==> config.mk <==
export PLATFORM = sky130hd
export DESIGN_NAME = periodic_task_tick_scheduler_flat
export DESIGN_NICKNAME = d
export VERILOG_FILES = /design/src/hw/rtl/tts_pkg.sv /design/src/hw/rtl/tts_if.sv /design/src/hw/rtl/tts_slot_mem.sv /design/src/hw/rtl/tts_seq.sv /design/src/hw/rtl/periodic_task_tick_scheduler.sv /design/src/flat_wrapper.sv
export SDC_FILE = /design/constraint.sdc
export NUM_CORES = 1
export LEC_CHECK = 0
export BUFFER_PORTS_ARGS = -buffer_cell sky130_fd_sc_hd__buf_4
export CORE_AREA = 5 5 180 182
export DETAILED_ROUTE_END_ITERATION = 6
export DIE_AREA = 0 0 185 187
export SYNTH_ARGS = -nofsm -noshare
export SYNTH_HDL_FRONTEND = slang
export SYNTH_SLANG_ARGS = --single-unit
==> constraint.sdc <==
create_clock -name clk -period 4.3 [get_ports clk]
set_input_delay 1.29 -clock clk [delete_from_list [all_inputs] [get_ports clk]]
set_output_delay 1.29 -clock clk [all_outputs]
set_load 0.02 [all_outputs]
==> src/hw/rtl/tts_pkg.sv <==
// tts_pkg: shared types, codes and constants of the periodic task tick scheduler
// no dependencies; compile first

package tts_pkg;

  localparam int SlotCountDefault = 8;
  localparam int MaxOut           = 8;
  localparam int FireCntW         = $clog2(MaxOut + 1);

  // command codes
  localparam logic [2:0] CMD_TICK    = 3'd0;
  localparam logic [2:0] CMD_CREATE  = 3'd1;
  localparam logic [2:0] CMD_DELETE  = 3'd2;
  localparam logic [2:0] CMD_SUSPEND = 3'd3;
  localparam logic [2:0] CMD_RESUME  = 3'd4;

  // status codes
  localparam logic [1:0] ST_OK       = 2'd0;
  localparam logic [1:0] ST_BAD_SLOT = 2'd1;
  localparam logic [1:0] ST_USED     = 2'd2;
  localparam logic [1:0] ST_NO_TASK  = 2'd3;

  // result kinds
  localparam logic KIND_STATUS = 1'b0;
  localparam logic KIND_FIRE   = 1'b1;

  typedef enum logic [1:0] {
    S_IDLE,
    S_CMD,
    S_TICK,
    S_FLUSH
  } state_t;

  typedef struct packed {
    logic [7:0] period;
    logic [7:0] countdown;
  } entry_t;

  typedef struct packed {
    logic       kind;
    logic [1:0] status;
    logic [2:0] fired_slot;
    logic       last;
  } result_t;

endpackage

==> src/hw/rtl/tts_if.sv <==
// tts_cmd_if, tts_res_if: valid/ready channels for commands and results
// no dependencies

interface tts_cmd_if;
  logic       valid;
  logic       ready;
  logic [2:0] command;
  logic [3:0] slot;
  logic [7:0] period;
  logic [7:0] first_delay;

  modport source (output valid, command, slot, period, first_delay, input ready);
  modport sink   (input valid, command, slot, period, first_delay, output ready);
endinterface

interface tts_res_if;
  logic       valid;
  logic       ready;
  logic       kind;
  logic [1:0] status;
  logic [2:0] fired_slot;
  logic       last;

  modport source (output valid, kind, status, fired_slot, last, input ready);
  modport sink   (input valid, kind, status, fired_slot, last, output ready);
endinterface

==> src/hw/rtl/tts_slot_mem.sv <==
// tts_slot_mem: per-slot period and countdown storage, one write and one read port
// depends on tts_pkg; read data registered

module tts_slot_mem
  import tts_pkg::*;
#(
  parameter int DEPTH = SlotCountDefault,
  parameter int AW    = (DEPTH > 1) ? $clog2(DEPTH) : 1
) (
  input  logic          clk,
  input  logic          we,
  input  logic [AW-1:0] waddr,
  input  entry_t        wdata,
  input  logic          re,
  input  logic [AW-1:0] raddr,
  output entry_t        rdata
);

  entry_t mem [DEPTH];

  always_ff @(posedge clk) begin
    if (we) begin
      mem[waddr] <= wdata;
    end
  end

  always_ff @(posedge clk) begin
    if (re) begin
      rdata <= mem[raddr];
    end
  end

endmodule

==> src/hw/rtl/tts_seq.sv <==
// tts_seq: command handling and tick walk over the slot memory
// depends on tts_pkg, tts_if; drives tts_slot_mem and the result register in the top level

module tts_seq
  import tts_pkg::*;
#(
  parameter int SLOT_COUNT = SlotCountDefault,
  parameter int IdxW       = (SLOT_COUNT > 1) ? $clog2(SLOT_COUNT) : 1
) (
  input  logic            clk,
  input  logic            rst,
  tts_cmd_if.sink         cmd,
  input  logic            out_free,
  output logic            push,
  output result_t         push_res,
  output logic            mem_we,
  output logic [IdxW-1:0] mem_waddr,
  output entry_t          mem_wdata,
  output logic            mem_re,
  output logic [IdxW-1:0] mem_raddr,
  input  entry_t          mem_rdata
);

  localparam int CntW = $clog2(SLOT_COUNT + 1);

  state_t                state, state_next;
  logic [CntW-1:0]       idx, idx_next;
  logic                  s1_valid, s1_valid_next;
  logic [IdxW-1:0]       s1_idx, s1_idx_next;
  logic                  pend_valid, pend_valid_next;
  logic [2:0]            pend_slot, pend_slot_next;
  logic [FireCntW-1:0]   fire_cnt, fire_cnt_next;
  logic [SLOT_COUNT-1:0] valid_vec, valid_vec_next;
  logic [SLOT_COUNT-1:0] running_vec, running_vec_next;

  logic [2:0] req_cmd;
  logic [3:0] req_slot;
  logic [7:0] req_period;
  logic [7:0] req_delay;

  logic            req_in_range;
  logic [IdxW-1:0] req_idx;
  logic            issue;
  logic            s1_on;
  logic            s1_due;
  logic            report;
  logic            need_push;
  logic            stall;
  logic [3:0]      slot_ext;

  assign cmd.ready    = (state == S_IDLE);
  assign req_in_range = ({1'b0, req_slot} < 5'(SLOT_COUNT));
  assign req_idx      = req_slot[IdxW-1:0];
  assign issue        = (idx < CntW'(SLOT_COUNT));
  assign s1_on        = valid_vec[s1_idx] && running_vec[s1_idx];
  assign s1_due       = (mem_rdata.countdown == 8'd0);
  assign report       = s1_valid && s1_on && s1_due && (fire_cnt < FireCntW'(MaxOut));
  // a new fire can only be held once the previous one has gone out
  assign need_push    = report && pend_valid;
  assign stall        = need_push && !out_free;
  assign slot_ext     = 4'(s1_idx);

  always_comb begin
    state_next       = state;
    idx_next         = idx;
    s1_valid_next    = s1_valid;
    s1_idx_next      = s1_idx;
    pend_valid_next  = pend_valid;
    pend_slot_next   = pend_slot;
    fire_cnt_next    = fire_cnt;
    valid_vec_next   = valid_vec;
    running_vec_next = running_vec;
    push             = 1'b0;
    push_res         = '0;
    mem_we           = 1'b0;
    mem_waddr        = s1_idx;
    mem_wdata.period    = mem_rdata.period;
    mem_wdata.countdown = s1_due ? mem_rdata.period : (mem_rdata.countdown - 8'd1);
    mem_re           = 1'b0;
    mem_raddr        = idx[IdxW-1:0];

    unique case (state)
      S_IDLE: begin
        if (cmd.valid) begin
          if (cmd.command == CMD_TICK) begin
            state_next      = S_TICK;
            idx_next        = '0;
            s1_valid_next   = 1'b0;
            pend_valid_next = 1'b0;
            fire_cnt_next   = '0;
          end else if (cmd.command <= CMD_RESUME) begin
            state_next = S_CMD;
          end
        end
      end

      S_CMD: begin
        if (out_free) begin
          push            = 1'b1;
          push_res.kind   = KIND_STATUS;
          push_res.last   = 1'b1;
          push_res.status = ST_OK;
          state_next      = S_IDLE;
          priority if (!req_in_range) begin
            push_res.status = ST_BAD_SLOT;
          end else if (req_cmd == CMD_CREATE) begin
            if (valid_vec[req_idx]) begin
              push_res.status = ST_USED;
            end else begin
              valid_vec_next[req_idx] = 1'b1;
              mem_we              = 1'b1;
              mem_waddr           = req_idx;
              mem_wdata.period    = req_period;
              mem_wdata.countdown = req_delay;
            end
          end else if (!valid_vec[req_idx]) begin
            push_res.status = ST_NO_TASK;
          end else if (req_cmd == CMD_DELETE) begin
            // stored period and countdown are dead once the valid mark drops
            valid_vec_next[req_idx]   = 1'b0;
            running_vec_next[req_idx] = 1'b1;
          end else if (req_cmd == CMD_SUSPEND) begin
            running_vec_next[req_idx] = 1'b0;
          end else begin
            running_vec_next[req_idx] = 1'b1;
          end
        end
      end

      S_TICK: begin
        if (!stall) begin
          mem_re        = issue;
          s1_valid_next = issue;
          s1_idx_next   = idx[IdxW-1:0];
          if (issue) begin
            idx_next = idx + CntW'(1);
          end
          if (s1_valid && s1_on) begin
            mem_we = 1'b1;
          end
          if (report) begin
            pend_valid_next = 1'b1;
            pend_slot_next  = slot_ext[2:0];
            fire_cnt_next   = fire_cnt + FireCntW'(1);
          end
          if (need_push) begin
            push                = 1'b1;
            push_res.kind       = KIND_FIRE;
            push_res.status     = ST_OK;
            push_res.fired_slot = pend_slot;
            push_res.last       = 1'b0;
          end
          if (!issue && !s1_valid) begin
            state_next = S_FLUSH;
          end
        end
      end

      S_FLUSH: begin
        if (!pend_valid) begin
          state_next = S_IDLE;
        end else if (out_free) begin
          push                = 1'b1;
          push_res.kind       = KIND_FIRE;
          push_res.status     = ST_OK;
          push_res.fired_slot = pend_slot;
          push_res.last       = 1'b1;
          pend_valid_next     = 1'b0;
          state_next          = S_IDLE;
        end
      end
    endcase
  end

  always_ff @(posedge clk) begin
    if (rst) begin
      state       <= S_IDLE;
      idx         <= '0;
      s1_valid    <= 1'b0;
      pend_valid  <= 1'b0;
      fire_cnt    <= '0;
      valid_vec   <= '0;
      running_vec <= '1;
    end else begin
      state       <= state_next;
      idx         <= idx_next;
      s1_valid    <= s1_valid_next;
      pend_valid  <= pend_valid_next;
      fire_cnt    <= fire_cnt_next;
      valid_vec   <= valid_vec_next;
      running_vec <= running_vec_next;
    end
  end

  always_ff @(posedge clk) begin
    s1_idx    <= s1_idx_next;
    pend_slot <= pend_slot_next;
    if (cmd.valid && cmd.ready) begin
      req_cmd    <= cmd.command;
      req_slot   <= cmd.slot;
      req_period <= cmd.period;
      req_delay  <= cmd.first_delay;
    end
  end

  a_no_push_idle: assert property (@(posedge clk) disable iff (rst)
    !(push && state == S_IDLE))
    else $error("result pushed while idle");

  a_fire_cnt_bound: assert property (@(posedge clk) disable iff (rst)
    fire_cnt <= FireCntW'(MaxOut))
    else $error("fire count above limit");

  a_pend_counted: assert property (@(posedge clk) disable iff (rst)
    pend_valid |-> (fire_cnt != '0))
    else $error("held fire without count");

  a_flush_drained: assert property (@(posedge clk) disable iff (rst)
    (state == S_FLUSH) |-> !s1_valid)
    else $error("flush with slot still in flight");

  a_nonlast_in_tick: assert property (@(posedge clk) disable iff (rst)
    (push && !push_res.last) |-> (state == S_TICK && push_res.kind == KIND_FIRE))
    else $error("non-final result outside tick walk");

endmodule

==> src/hw/rtl/periodic_task_tick_scheduler.sv <==
// A command is registered, then its status result enters the result register when
// that is free. One command in flight; none is taken until its result is pushed.
// Tick: one slot per cycle through the single read port of the slot memory unless the
// result side holds back. Results leave through a registered output stage.
// Reset (synchronous): valid marks cleared, running marks set, walk state cleared.
// Slot memory is not cleared; create writes an entry before its data is ever used.

module periodic_task_tick_scheduler
  import tts_pkg::*;
#(
  parameter int SLOT_COUNT = SlotCountDefault
) (
  input logic      clk,
  input logic      rst,
  tts_cmd_if.sink  cmd,
  tts_res_if.source res
);

  localparam int IdxW = (SLOT_COUNT > 1) ? $clog2(SLOT_COUNT) : 1;

  logic            out_free;
  logic            push;
  result_t         push_res;
  result_t         res_q;
  logic            mem_we;
  logic [IdxW-1:0] mem_waddr;
  entry_t          mem_wdata;
  logic            mem_re;
  logic [IdxW-1:0] mem_raddr;
  entry_t          mem_rdata;

  tts_seq #(
    .SLOT_COUNT (SLOT_COUNT),
    .IdxW       (IdxW)
  ) u_seq (
    .clk       (clk),
    .rst       (rst),
    .cmd       (cmd),
    .out_free  (out_free),
    .push      (push),
    .push_res  (push_res),
    .mem_we    (mem_we),
    .mem_waddr (mem_waddr),
    .mem_wdata (mem_wdata),
    .mem_re    (mem_re),
    .mem_raddr (mem_raddr),
    .mem_rdata (mem_rdata)
  );

  tts_slot_mem #(
    .DEPTH (SLOT_COUNT),
    .AW    (IdxW)
  ) u_mem (
    .clk   (clk),
    .we    (mem_we),
    .waddr (mem_waddr),
    .wdata (mem_wdata),
    .re    (mem_re),
    .raddr (mem_raddr),
    .rdata (mem_rdata)
  );

  // result register frees up in the same cycle its transaction completes
  assign out_free = !res.valid || res.ready;

  always_ff @(posedge clk) begin
    if (rst) begin
      res.valid <= 1'b0;
    end else if (out_free) begin
      res.valid <= push;
    end
  end

  always_ff @(posedge clk) begin
    if (out_free && push) begin
      res_q <= push_res;
    end
  end

  assign res.kind       = res_q.kind;
  assign res.status     = res_q.status;
  assign res.fired_slot = res_q.fired_slot;
  assign res.last       = res_q.last;

endmodule

==> src/flat_wrapper.sv <==
// flat-port wrapper written by rule: the top's interface ports become plain ports
module periodic_task_tick_scheduler_flat import tts_pkg::*;
#(
  parameter int SLOT_COUNT = SlotCountDefault
)
  (clk, rst, cmd_valid, cmd_command, cmd_slot, cmd_period, cmd_first_delay, cmd_ready, res_valid, res_kind, res_status, res_fired_slot, res_last, res_ready);
  tts_cmd_if cmd_i ();
  tts_res_if res_i ();
  input logic clk;
  input logic rst;
  input wire logic [$bits(cmd_i.valid)-1:0] cmd_valid;
  input wire logic [$bits(cmd_i.command)-1:0] cmd_command;
  input wire logic [$bits(cmd_i.slot)-1:0] cmd_slot;
  input wire logic [$bits(cmd_i.period)-1:0] cmd_period;
  input wire logic [$bits(cmd_i.first_delay)-1:0] cmd_first_delay;
  output wire logic [$bits(cmd_i.ready)-1:0] cmd_ready;
  output wire logic [$bits(res_i.valid)-1:0] res_valid;
  output wire logic [$bits(res_i.kind)-1:0] res_kind;
  output wire logic [$bits(res_i.status)-1:0] res_status;
  output wire logic [$bits(res_i.fired_slot)-1:0] res_fired_slot;
  output wire logic [$bits(res_i.last)-1:0] res_last;
  input wire logic [$bits(res_i.ready)-1:0] res_ready;
  assign cmd_i.valid = cmd_valid;
  assign cmd_i.command = cmd_command;
  assign cmd_i.slot = cmd_slot;
  assign cmd_i.period = cmd_period;
  assign cmd_i.first_delay = cmd_first_delay;
  assign cmd_ready = cmd_i.ready;
  assign res_valid = res_i.valid;
  assign res_kind = res_i.kind;
  assign res_status = res_i.status;
  assign res_fired_slot = res_i.fired_slot;
  assign res_last = res_i.last;
  assign res_i.ready = res_ready;
  periodic_task_tick_scheduler #(.SLOT_COUNT(SLOT_COUNT)) u_core (.clk(clk), .rst(rst), .cmd(cmd_i), .res(res_i));
endmodule
==> flow_summary.yaml, run 1 <==
clocking:
  cts_tree: "yes"
  clk_pin_slew_worst_paths_ns: 0.06
  postCtsSetupRepairBufs: 0
  cts_hold_buf: 0
  cts_made_buffers: 22
  ctsResizeCount: 0
  clock_latency_ns: 0.52
  cts_buffer_depth: 3
  cts_max_level: 1
  cts_root_buffer: "clkbuf_16"
  cts.sinks: 209
route:
  drtIter0Drc: 401
  vias: 4943
  vias_per_cell: 4.92
  ant_nets: 0
  routed_wl_um: 18600
  route.detailed.drc: 0
  dr.pass1.iters: 5
  wl_per_cell_um: 18.5
setup_path:
  cp-start-kind: "flop"
  crit_path_end_kind: "flop"
  cp_top_family: "simple AND/OR/NAND/NOR gates"
  r2r_cells: 8
  crit_arrival_ns: 3.53
  critPathMaxFanout: 16
  worst-setup-path-type: "flop to flop"
  worst-path-buf-inv: 2
  crit_chain: "nand2b_1 -> mux4_2 -> nand2_1 -> inv_1 -> ha_1 -> a32oi_2 -> nor3b_2 -> buf_4"
  critPathRequiredTime_ns: 4.53
  crit_path_top_delay_cell: "edfxtp_1"
  crit_path_max_incr_delay_ns: 0.58
  regToRegEndpoint: "u_core.u_mem.mem[7][2]"
  ff2ff_setup_slack_ns: 1.0
  rr_startpoint: "u_core.u_seq.req_slot[0]"
synthesis:
  ys_seq_area_share_pct: 66.6
  synth.distinct_cells: 70
  synth_area_per_cell_um2: 16.3
  netlist_instances: 550
  netlist_area_um2: 8990
  synth-async-reset-ratio_pct: 0
  synth_ff_type: "edfxtp_1"
  synth_nets: 587
  synth-seq-cells: 209
  yosysWarnings: 0
  synth_edf_count: 180
global_routing:
  grt_pass1_wl_um: 29400
  track_usage_pct: 10.7
  antenna_found_initial: 0
  grt_max_degree: 38
  overflow: 0
  grt_pass1_vias: 5034
timing:
  rsz0062_at_grt: "no"
  setup_violations: 0
  worstMarginPinSlew_ns: 1.21
  fin_crit_ns: 3.30
  fin_worst_skew_ns: 0.0193
  drv_slew: 0
  finalHoldViolCount: 0
  tns_ns: 0
  max-slew-margin-rel_pct: 19.4
  clock.fmax_mhz: 303
  fin_crit_sh_pct: 76.8
power_and_ir_drop:
  p_int_mw: 3.54
  pwr-share-clk_pct: 39.6
  switching_share_pct: 22.9
  power.density_nw_per_um2: 441
  p_sw_mw: 1.05
  ir_drop_mv: 0.294
  seq_power_share_pct: 50.4
  comb_power_share_pct: 10.0
  p_leak_nw: 3.37
floorplanning:
  core_area_um2: 30400
  dieArea_um2: 34600
  rows: 64
  die_x_um: 185
  initial_utilization_pct: 29.5
  die_h_um: 187
  io_pins: 36
cells_and_area:
  syn_to_final_growth_pct: 15.9
  final_common_cell: "edfxtp_1"
  n_antenna_cell: 0
  mostFrequentLayoutCells: "180 x edfxtp_1, 50 x buf_4, 33 x mux4_2, 28 x dfxtp_1, 25 x nand2_1"
  multiInputGateArea_um2: 2810
  fin_util_pct: 34.2
  regArea_um2: 5990
  nNetsFinal: 630
  drive_gt1_share_pct: 26.8
  filler_cell_count: 2916
place:
  routabilityCongestion: 0.772
  hpwl_um: 11500
  port_buffers: 35
status:
  status: "finished, final reports clean"
hold_path:
  hold_depth: 1
  hold_path.class: "flop to flop"
job:
  maxCapViolations: 0
-- cell families (layout without fill, tap and decap cells) --
kind of cell	after synthesis	count (layout)	share of synthesized area, %
AOI/OAI and AO/OA	83	83	6.98
xor gates and xnor gates	5	5	0.487
adders and majority gates	10	10	1.39
buffers and inverters	43	102	2.28
DFF	209	209	66.6
muxes	72	72	13.1
and+or+nand+nor	128	128	9.16
-- power by group through the flow --
| stage | Sequential (mW) | Combinational (mW) | Clock, mW |
|---|---|---|---|
| 2_1_floorplan | 2.31 | 0.393 | 0 |
| 3_3_place_gp | 2.36 | 0.466 | 0 |
| 3_5_place_dp | 2.36 | 0.470 | 0 |
| 4_1_cts | 2.32 | 0.471 | 1.88 |
| 5_1_grt | 2.32 | 0.504 | 1.96 |
| 6_report | 2.31 | 0.460 | 1.82 |
-- synth_stat cells (4+ instances only) --
cell / count / area (um2)
a21oi_1: 14 / 70.1
nand3_1: 7 / 35.0
nand2_1: 25 / 93.8
mux4_2: 33 / 743
nand2b_1: 6 / 37.5
nand4b_1: 4 / 35.0
nand4_1: 11 / 68.8
inv_1: 12 / 45.0
a221o_1: 10 / 100
a31oi_1: 14 / 87.6
nor2b_1: 5 / 31.3
clkbuf_1: 16 / 60.1
edfxtp_1: 180 / 5410
o21ai_0: 6 / 30.0
dfxtp_1: 29 / 581
nor3_1: 9 / 45.0
a22o_1: 8 / 70.1
mux2i_1: 5 / 50.1
nor3_2: 5 / 50.1
a31o_2: 4 / 35.0
mux2_1: 14 / 158
ha_1: 10 / 125
nor2_1: 24 / 90.1
buf_2: 8 / 40.0
mux2_2: 20 / 225
-- flip-flops by register name, summed over array words and instances (netlist names), named ones only --
register	flops
u_core.u_seq.s1_idx	3
u_core.u_seq.req_cmd	3
u_core.u_seq.pend_valid	1
u_core.u_mem.mem	128
u_core.res.valid	1
u_core.res.last	1
u_core.u_seq.pend_slot	3
u_core.u_mem.rdata	16
u_core.u_seq.idx	4
u_core.res.status	2
u_core.u_seq.s1_valid	1
u_core.u_seq.req_slot	4
u_core.res.kind	1
u_core.u_seq.state	2
u_core.res.fired_slot	3
u_core.u_seq.fire_cnt	4
u_core.u_seq.req_period	8
u_core.u_seq.req_delay	8
-- layout make-up --
type	instances	share of cell area, %
sequential	209	57.5
inverter	12	0.432
timing repair buffer	50	3.60
multi-input combinational	298	27.0
clock inverter	14	1.12
clock buffer	26	5.62
tap	396	4.76
-- worst max-delay path by stage --
stage	startpoint	to	slack, ns	cells after the start
after floorplan	res_ready	u_core.u_mem.mem[5][0]	0.41	6
after global placement	res_ready	u_core.u_mem.mem[6][15]	0.72	7
after detailed placement	res_ready	u_core.u_mem.mem[6][15]	0.68	7
after CTS	u_core.u_seq.req_slot[0]	u_core.u_mem.mem[5][2]	1.0	8
after global routing	u_core.u_seq.req_slot[0]	u_core.u_mem.mem[5][2]	0.80	8
final	u_core.u_seq.req_slot[0]	u_core.u_mem.mem[7][2]	1.0	8
-- metal layers --
layer	up-vias	track usage (%)	part of all wire [%]
met5	-	0	0
met1	2513	15.4	46
met2	113	17.3	48
li1	2297	-	-
met3	20	1.89	4.6
met4	0	2.12	1.7
-- metrics by stage --
stage | cells | power (mW) | setup WS, ns | cell area (um2) | hold slack (ns)
after global placement | 965 | 2.82 | 0.716 | 9710 | 0.479
after floorplan | 550 | 2.71 | 0.405 | 8990 | 0.421
after global routing | 1005 | 4.79 | 0.799 | 10400 | 0.507
after detailed placement | 965 | 2.83 | 0.681 | 9710 | 0.476
after CTS | 1005 | 4.66 | 0.995 | 10400 | 0.494
final | 1005 | 4.59 | 0.999 | 10400 | 0.495
Power figures use the tool's default switching activity.
==> inputs of run 2 (changes only) <==
--- a/config.mk
+++ b/config.mk
@@ -5,10 +5,11 @@
 export SDC_FILE = /design/constraint.sdc
 export NUM_CORES = 1
 export LEC_CHECK = 0
+export ABC_AREA = 1
 export BUFFER_PORTS_ARGS = -buffer_cell sky130_fd_sc_hd__buf_4
-export CORE_AREA = 5 5 180 182
+export CORE_AREA = 5 5 179 181
 export DETAILED_ROUTE_END_ITERATION = 6
-export DIE_AREA = 0 0 185 187
+export DIE_AREA = 0 0 184 186
 export SYNTH_ARGS = -nofsm -noshare
 export SYNTH_HDL_FRONTEND = slang
 export SYNTH_SLANG_ARGS = --single-unit
==> constraint.sdc (replaced) <==
create_clock -name clk -period 3 [get_ports clk]
set_input_delay 0.9 -clock clk [delete_from_list [all_inputs] [get_ports clk]]
set_output_delay 0.9 -clock clk [all_outputs]
set_load 0.02 [all_outputs]
==> run 2 against run 1 <==
  * Via count is 23% higher
  * Core utilization is 0.75 points higher
  * Combinational power grew to 3.5 times the previous value
  * Hold slack worse by 0.031 ns
  * Routed wire length is 6.3% higher
  * Final cell count is 30% higher
  * Design area is 1.7% higher
  * Largest cell class unchanged
  * Highest routed layer unchanged
==> flow_summary.yaml, run 2 <==
status:
  status: "finished, final reports clean"
synthesis:
  synth.area.mux_share_pct: 1.28
  synth_ff_type: "edfxtp_1"
  synth.top_cell.area_share_pct: 60.3
  yosysTopAreaCell: "edfxtp_1"
  synth_fa_ha_area_share_pct: 1.40
  synth_top_family_by_area: "simple AND/OR/NAND/NOR gates"
  synth_compound_area_share_pct: 10.5
  yosys-top-cells-count: "180 x edfxtp_1, 163 x nor2_1, 88 x nand2_1, 80 x o21ai_0, 61 x inv_1"
  synth_area_leaders: "edfxtp_1 60%, nor2_1 6.8%, dfxtp_1 6.5%"
  yosysWarnings: 0
  synth.distinct_cells: 35
  synth-simple-area-share_pct: 15.1
  netlist_area_um2: 8960
  synth_edf_count: 180
  ys_seq_area_share_pct: 66.8
  synth_area_per_cell_um2: 10.8
  synth-async-reset-ratio_pct: 0
  synth_nets: 864
  yosysMostFrequentCell: "edfxtp_1"
  synth-seq-cells: 209
  netlist_instances: 827
  yosys.area_share.xor_xnor_pct: 0.489
route:
  ant_nets: 0
  routed_wl_um: 19800
  vias_per_cell: 4.65
  wl_per_cell_um: 15.2
  dr.pass1.iters: 5
  vias: 6084
  route.detailed.drc: 0
  drtIter0Drc: 435
floorplanning:
  die_h_um: 186
  dieArea_um2: 34200
  rows: 64
  core_area_um2: 30300
  initial_utilization_pct: 29.6
  die_x_um: 184
  io_pins: 36
setup_path:
  critPathRequiredTime_ns: 3.24
  worst-path-buf-inv: 4
  r2r_cells: 13
  worst-setup-path-type: "flop to flop"
  cp_common_cell: "nand2_1"
  crit_path_max_incr_delay_ns: 0.36
  crit_chain: "inv_1 -> ha_1 -> nand2_1 -> nor2_1 -> nand2_2 -> clkinv_1 -> nand2_1 -> o311ai_0 -> nand2_1 -> nand2_1 -> buf_4 -> nor2_1 -> buf_4"
  cp_top_family: "simple AND/OR/NAND/NOR gates"
  crit_path_end_kind: "flop"
  crit_path_top_delay_cell: "edfxtp_1"
  critPathMaxFanout: 9
  path_depth: 13
  cp-start-kind: "flop"
  crit_arrival_ns: 2.75
clocking:
  cts_made_buffers: 21
  cts_tree: "yes"
  cts_buffer_depth: 3
  cts_max_level: 1
  clock_latency_ns: 0.51
  clk_pin_slew_worst_paths_ns: 0.06
  cts.sinks: 209
  cts_root_buffer: "clkbuf_16"
  postCtsSetupRepairBufs: 0
cells_and_area:
  drive_gt1_share_pct: 15.6
  finalInstanceArea_um2: 10600
  largest_reg_flops: 128
  regMostFlops: "u_core.u_mem.mem"
  syn_to_final_growth_pct: 18.1
  biggestRegsByFlops: "u_core.u_mem.mem x128, u_core.u_mem.rdata x16"
  nNetsFinal: 935
  mostFrequentLayoutCells: "180 x edfxtp_1, 160 x nor2_1, 88 x nand2_1, 80 x o21ai_0, 79 x buf_4"
  n_antenna_cell: 0
  final_common_cell: "edfxtp_1"
  finalNonFillerCells: 1307
timing:
  hold_ws_ns: 0.463
  setup_violations: 0
  worstMarginPinSlew_ns: 0.820
  fin_crit_ns: 2.50
  clock.fmax_mhz: 399
  drv_slew: 0
  fin_worst_skew_ns: 0.0152
  finalHoldViolCount: 0
  fin_crit_sh_pct: 83.5
  rsz0062_at_grt: "no"
  max-slew-margin-rel_pct: 44.8
global_routing:
  overflow: 0
  track_usage_pct: 11.7
  antenna_found_initial: 0
  grt_pass1_vias: 5986
  grt_max_degree: 45
  grt_pass1_wl_um: 31900
power_and_ir_drop:
  report.power.total_mw: 7.87
  p_leak_nw: 3.78
  power.density_nw_per_um2: 744
  ir_drop_mv: 0.348
hold_path:
  hold_path.class: "flop to flop"
  hold_depth: 2
place:
  port_buffers: 35
  routabilityCongestion: 0.794
  hpwl_um: 13100
  dp_cells: 1271
  dpl_cell_area_um2: 9950
job:
  maxCapViolations: 0
[run 2: cell count changes after synthesis, moves of 18 or more]
cell     delta
nor2_1    +139
o21ai_0    +74
nand2_1    +63
inv_1      +49
nand3_1    +39
mux4_2     -33
a21oi_1    +18
[run 2: final cells by class]
| type | count | area, um2 |
|---|---|---|
| well taps | 396 | 495 |
| fillers | 3007 | 19700 |
| clock buffers | 30 | 569 |
| flip-flops and latches | 209 | 5990 |
| multi-input cells | 519 | 2600 |
| clock inverters | 6 | 57.6 |
| repair buffers | 81 | 633 |
| inverters | 66 | 248 |
[run 2: cells by family (layout without fill, tap and decap cells)]
logic type               count (synthesis)  in the layout
AND/OR/NAND/NOR                        326            326
buffers and inverters                   99            183
flip-flops                             209            209
XOR/XNOR                                 5              5
adder cells (fa/ha/maj)                 10             10
multiplexers                             9              9
AO/OA/AOI/OAI                          169            169
[run 2: metal layers]
layer | global-route usage, % | wire, um
met5 | 0 | 0
met2 | 19.4 | 9150
met4 | 3.76 | 527
met1 | 15.7 | 9240
met3 | 1.95 | 892
[run 2: what timing repair did]
action | 4_1_cts | 5_1_grt
gates resized for setup | 0 | 2
setup endpoints to repair | 0 | 28
hold buffers | 0 | 0
[run 2: per-stage QoR]
step	worst slack [ns]	setup TNS, ns	utilization [%]
finish	0.495	0	35.0
global route	0.186	0	35.0
CTS	0.178	0	34.9
detailed placement	-0.203	-5.51	32.9
global placement	-0.193	-4.58	32.9
floorplan	0.0254	0	-
[run 2: power by group]
| group | total, mW | internal (mW) | switching [mW] |
|---|---|---|---|
| sequential | 3.83 | 3.65 | 0.182 |
| clock | 2.44 | 1.40 | 1.04 |
| combinational | 1.61 | 0.538 | 1.07 |
| total | 7.87 | 5.59 | 2.29 |
[run 2: tightest hold or removal path, delay by kind of cell (launching register included)]
kind,cells,cell delay (ns)
simple gates,1,0.05
compound gates,1,0.06
flops,1,0.32
[run 2: worst paths after layout]
check,start,to,slack [ns]
setup / recovery,u_core.u_mem.rdata[0],u_core.u_mem.mem[0][11],0.50
hold / removal,flop,flop,0.46
setup reg to reg,u_core.u_mem.rdata[0],u_core.u_mem.mem[0][11],0.50
hold reg to reg,flop,flop,0.46
==> inputs of run 3 (changes only) <==
==> constraint.sdc (replaced) <==
create_clock -name clk -period 2.4 [get_ports clk]
set_input_delay 0.72 -clock clk [delete_from_list [all_inputs] [get_ports clk]]
set_output_delay 0.72 -clock clk [all_outputs]
set_load 0.02 [all_outputs]
==> run 3 against run 2 <==
  * Non-clock buffer count increased by 19
  * Setup slack got worse by 0.43 ns
  * Fmax increased by 7.5%
  * Core utilization increased by 2.0 points
  * Hold slack got worse by 0.096 ns
  * Largest power group unchanged
  * Routed wire length increased by 7.2%
  * Global-route usage increased by 0.29 points
  * Critical endpoint is now u_core.u_mem.mem[5][14]
  * Design area increased by 5.7%
==> flow_summary.yaml, run 3 (same netlist as run 2, synthesis figures left out) <==
clocking:
  cts_made_buffers: 23
  cts_max_level: 1
  cts_hold_buf: 0
  cts_root_buffer: "clkbuf_16"
  cts_buffer_depth: 3
  clock_latency_ns: 0.53
  cts.sinks: 209
  cts_tree: "yes"
  clk_pin_slew_worst_paths_ns: 0.06
cells_and_area:
  largest_reg_flops: 128
  regMostFlops: "u_core.u_mem.mem"
  nNetsFinal: 957
  mostFrequentLayoutCells: "180 x edfxtp_1, 152 x nor2_1, 85 x nand2_1, 82 x buf_4, 78 x o21ai_0"
  n_antenna_cell: 0
  drive_gt1_share_pct: 20.0
  final_common_cell: "edfxtp_1"
  filler_cell_count: 2911
  biggestRegsByFlops: "u_core.u_mem.mem x128, u_core.u_mem.rdata x16"
  syn_to_final_growth_pct: 24.8
  fin_util_pct: 37.0
setup_path:
  crit_arrival_ns: 2.56
  critPathRequiredTime_ns: 2.63
  worst-setup-path-type: "flop to flop"
  cp-start-kind: "flop"
  crit_path_end_kind: "flop"
  critPathMaxFanout: 9
  ff2ff_setup_slack_ns: 0.07
route:
  vias: 6277
  drtIter0Drc: 382
  route.detailed.drc: 0
  ant_nets: 0
  vias_per_cell: 4.71
  wl_per_cell_um: 15.9
  routed_wl_um: 21200
  dr.pass1.iters: 5
power_and_ir_drop:
  power.density_nw_per_um2: 958
  report.power.total_mw: 10.7
  ir_drop_mv: 0.545
  p_leak_nw: 4.03
job:
  maxCapViolations: 0
place:
  port_buffers: 35
  routabilityCongestion: 0.831
  post-place-ws_ns: -0.341
  hpwl_um: 13000
floorplanning:
  dieArea_um2: 34200
  die_x_um: 184
  rows: 64
  die_h_um: 186
  core_area_um2: 30300
  io_pins: 36
  initial_utilization_pct: 29.6
timing:
  worstMarginPinSlew_ns: 0.610
  rsz0062_at_grt: "yes"
  fin_crit_ns: 2.33
  setup_violations: 0
  tns_ns: 0
  fin_worst_skew_ns: 0.0208
  drv_slew: 0
  clock.fmax_mhz: 429
  hold_ws_ns: 0.368
  fin_crit_sh_pct: 97.1
  finalHoldViolCount: 0
  fin_ws_ns: 0.0691
  max-slew-margin-rel_pct: 59.1
global_routing:
  overflow: 0
  antenna_found_initial: 0
  track_usage_pct: 12.0
  grt_max_degree: 68
  grt_pass1_wl_um: 32800
  grt_pass1_vias: 6070
hold_path:
  hold_path.class: "input port to flop"
status:
  status: "finished, final reports clean"
## run 3: changes by cell type in the layout (fill, tap and decap cells not counted), moves of 5 or more
cell,delta
buf_12,+13
nor2_1,-8
clkbuf_1,-5
nor2_4,+8
## run 3: what timing repair did
action,CTS,global route
buffers inserted,10,1
gates resized for setup,2,19
gates cloned,0,2
endpoints found under the setup margin,112,207
pin swaps,6,4
## run 3: per-layer routing
layer	vias up	track usage (%)	routed length, um
met5	-	0	0
met4	0	2.63	388
met3	31	2.21	1020
met2	141	20.1	10200
met1	3020	16.2	9590
li1	3085	-	-
## run 3: worst max-delay path, cell delays in order, from the launching register on
cell and delay, ns:
edfxtp_1 0.39, buf_6 0.15, nand2_1 0.05, o21ai_0 0.07, nand2_1 0.06, nand2_1 0.05
nand2_1 0.06, nand2_2 0.09, inv_4 0.09, nand3_4 0.12, nand2_2 0.09, o21ai_2 0.08
buf_4 0.15, nor2_4 0.11, nand2_2 0.07, nor2_4 0.20, clkbuf_16 0.21
## run 3: final timing paths
path | start | end | cells after the start
setup / recovery | u_core.u_seq.req_slot[0] | u_core.u_mem.mem[5][14] | 16
hold / removal | cmd_slot[3] | u_core.u_seq.req_slot[3] | 1
setup reg to reg | u_core.u_seq.req_slot[0] | u_core.u_mem.mem[5][14] | 16
hold reg to reg | flop | flop | 2
## run 3: layout make-up
type | instances | area (um2) | area share [%]
Clock inverter | 15 | 190 | 1.70
Timing Repair Buffer | 100 | 963 | 8.61
Multi-Input combinational cell | 520 | 2710 | 24.3
Sequential cell | 209 | 5990 | 53.5
Tap cell | 396 | 495 | 4.43
Clock buffer | 26 | 587 | 5.25
Inverter | 66 | 250 | 2.24
## run 3: where the power goes
part / internal, mW / switching (mW)
Clock: 2.20 / 1.44
Combinational: 0.827 / 1.51
Sequential: 4.55 / 0.191
## run 3: stage by stage
| step | instance area [um2] | std cells |
|---|---|---|
| final | 11200 | 1332 |
| after global routing | 11200 | 1332 |
| after CTS | 11100 | 1329 |
| after detailed placement | 10100 | 1278 |
| after global placement | 10100 | 1278 |
| after floorplan | 9030 | 827 |
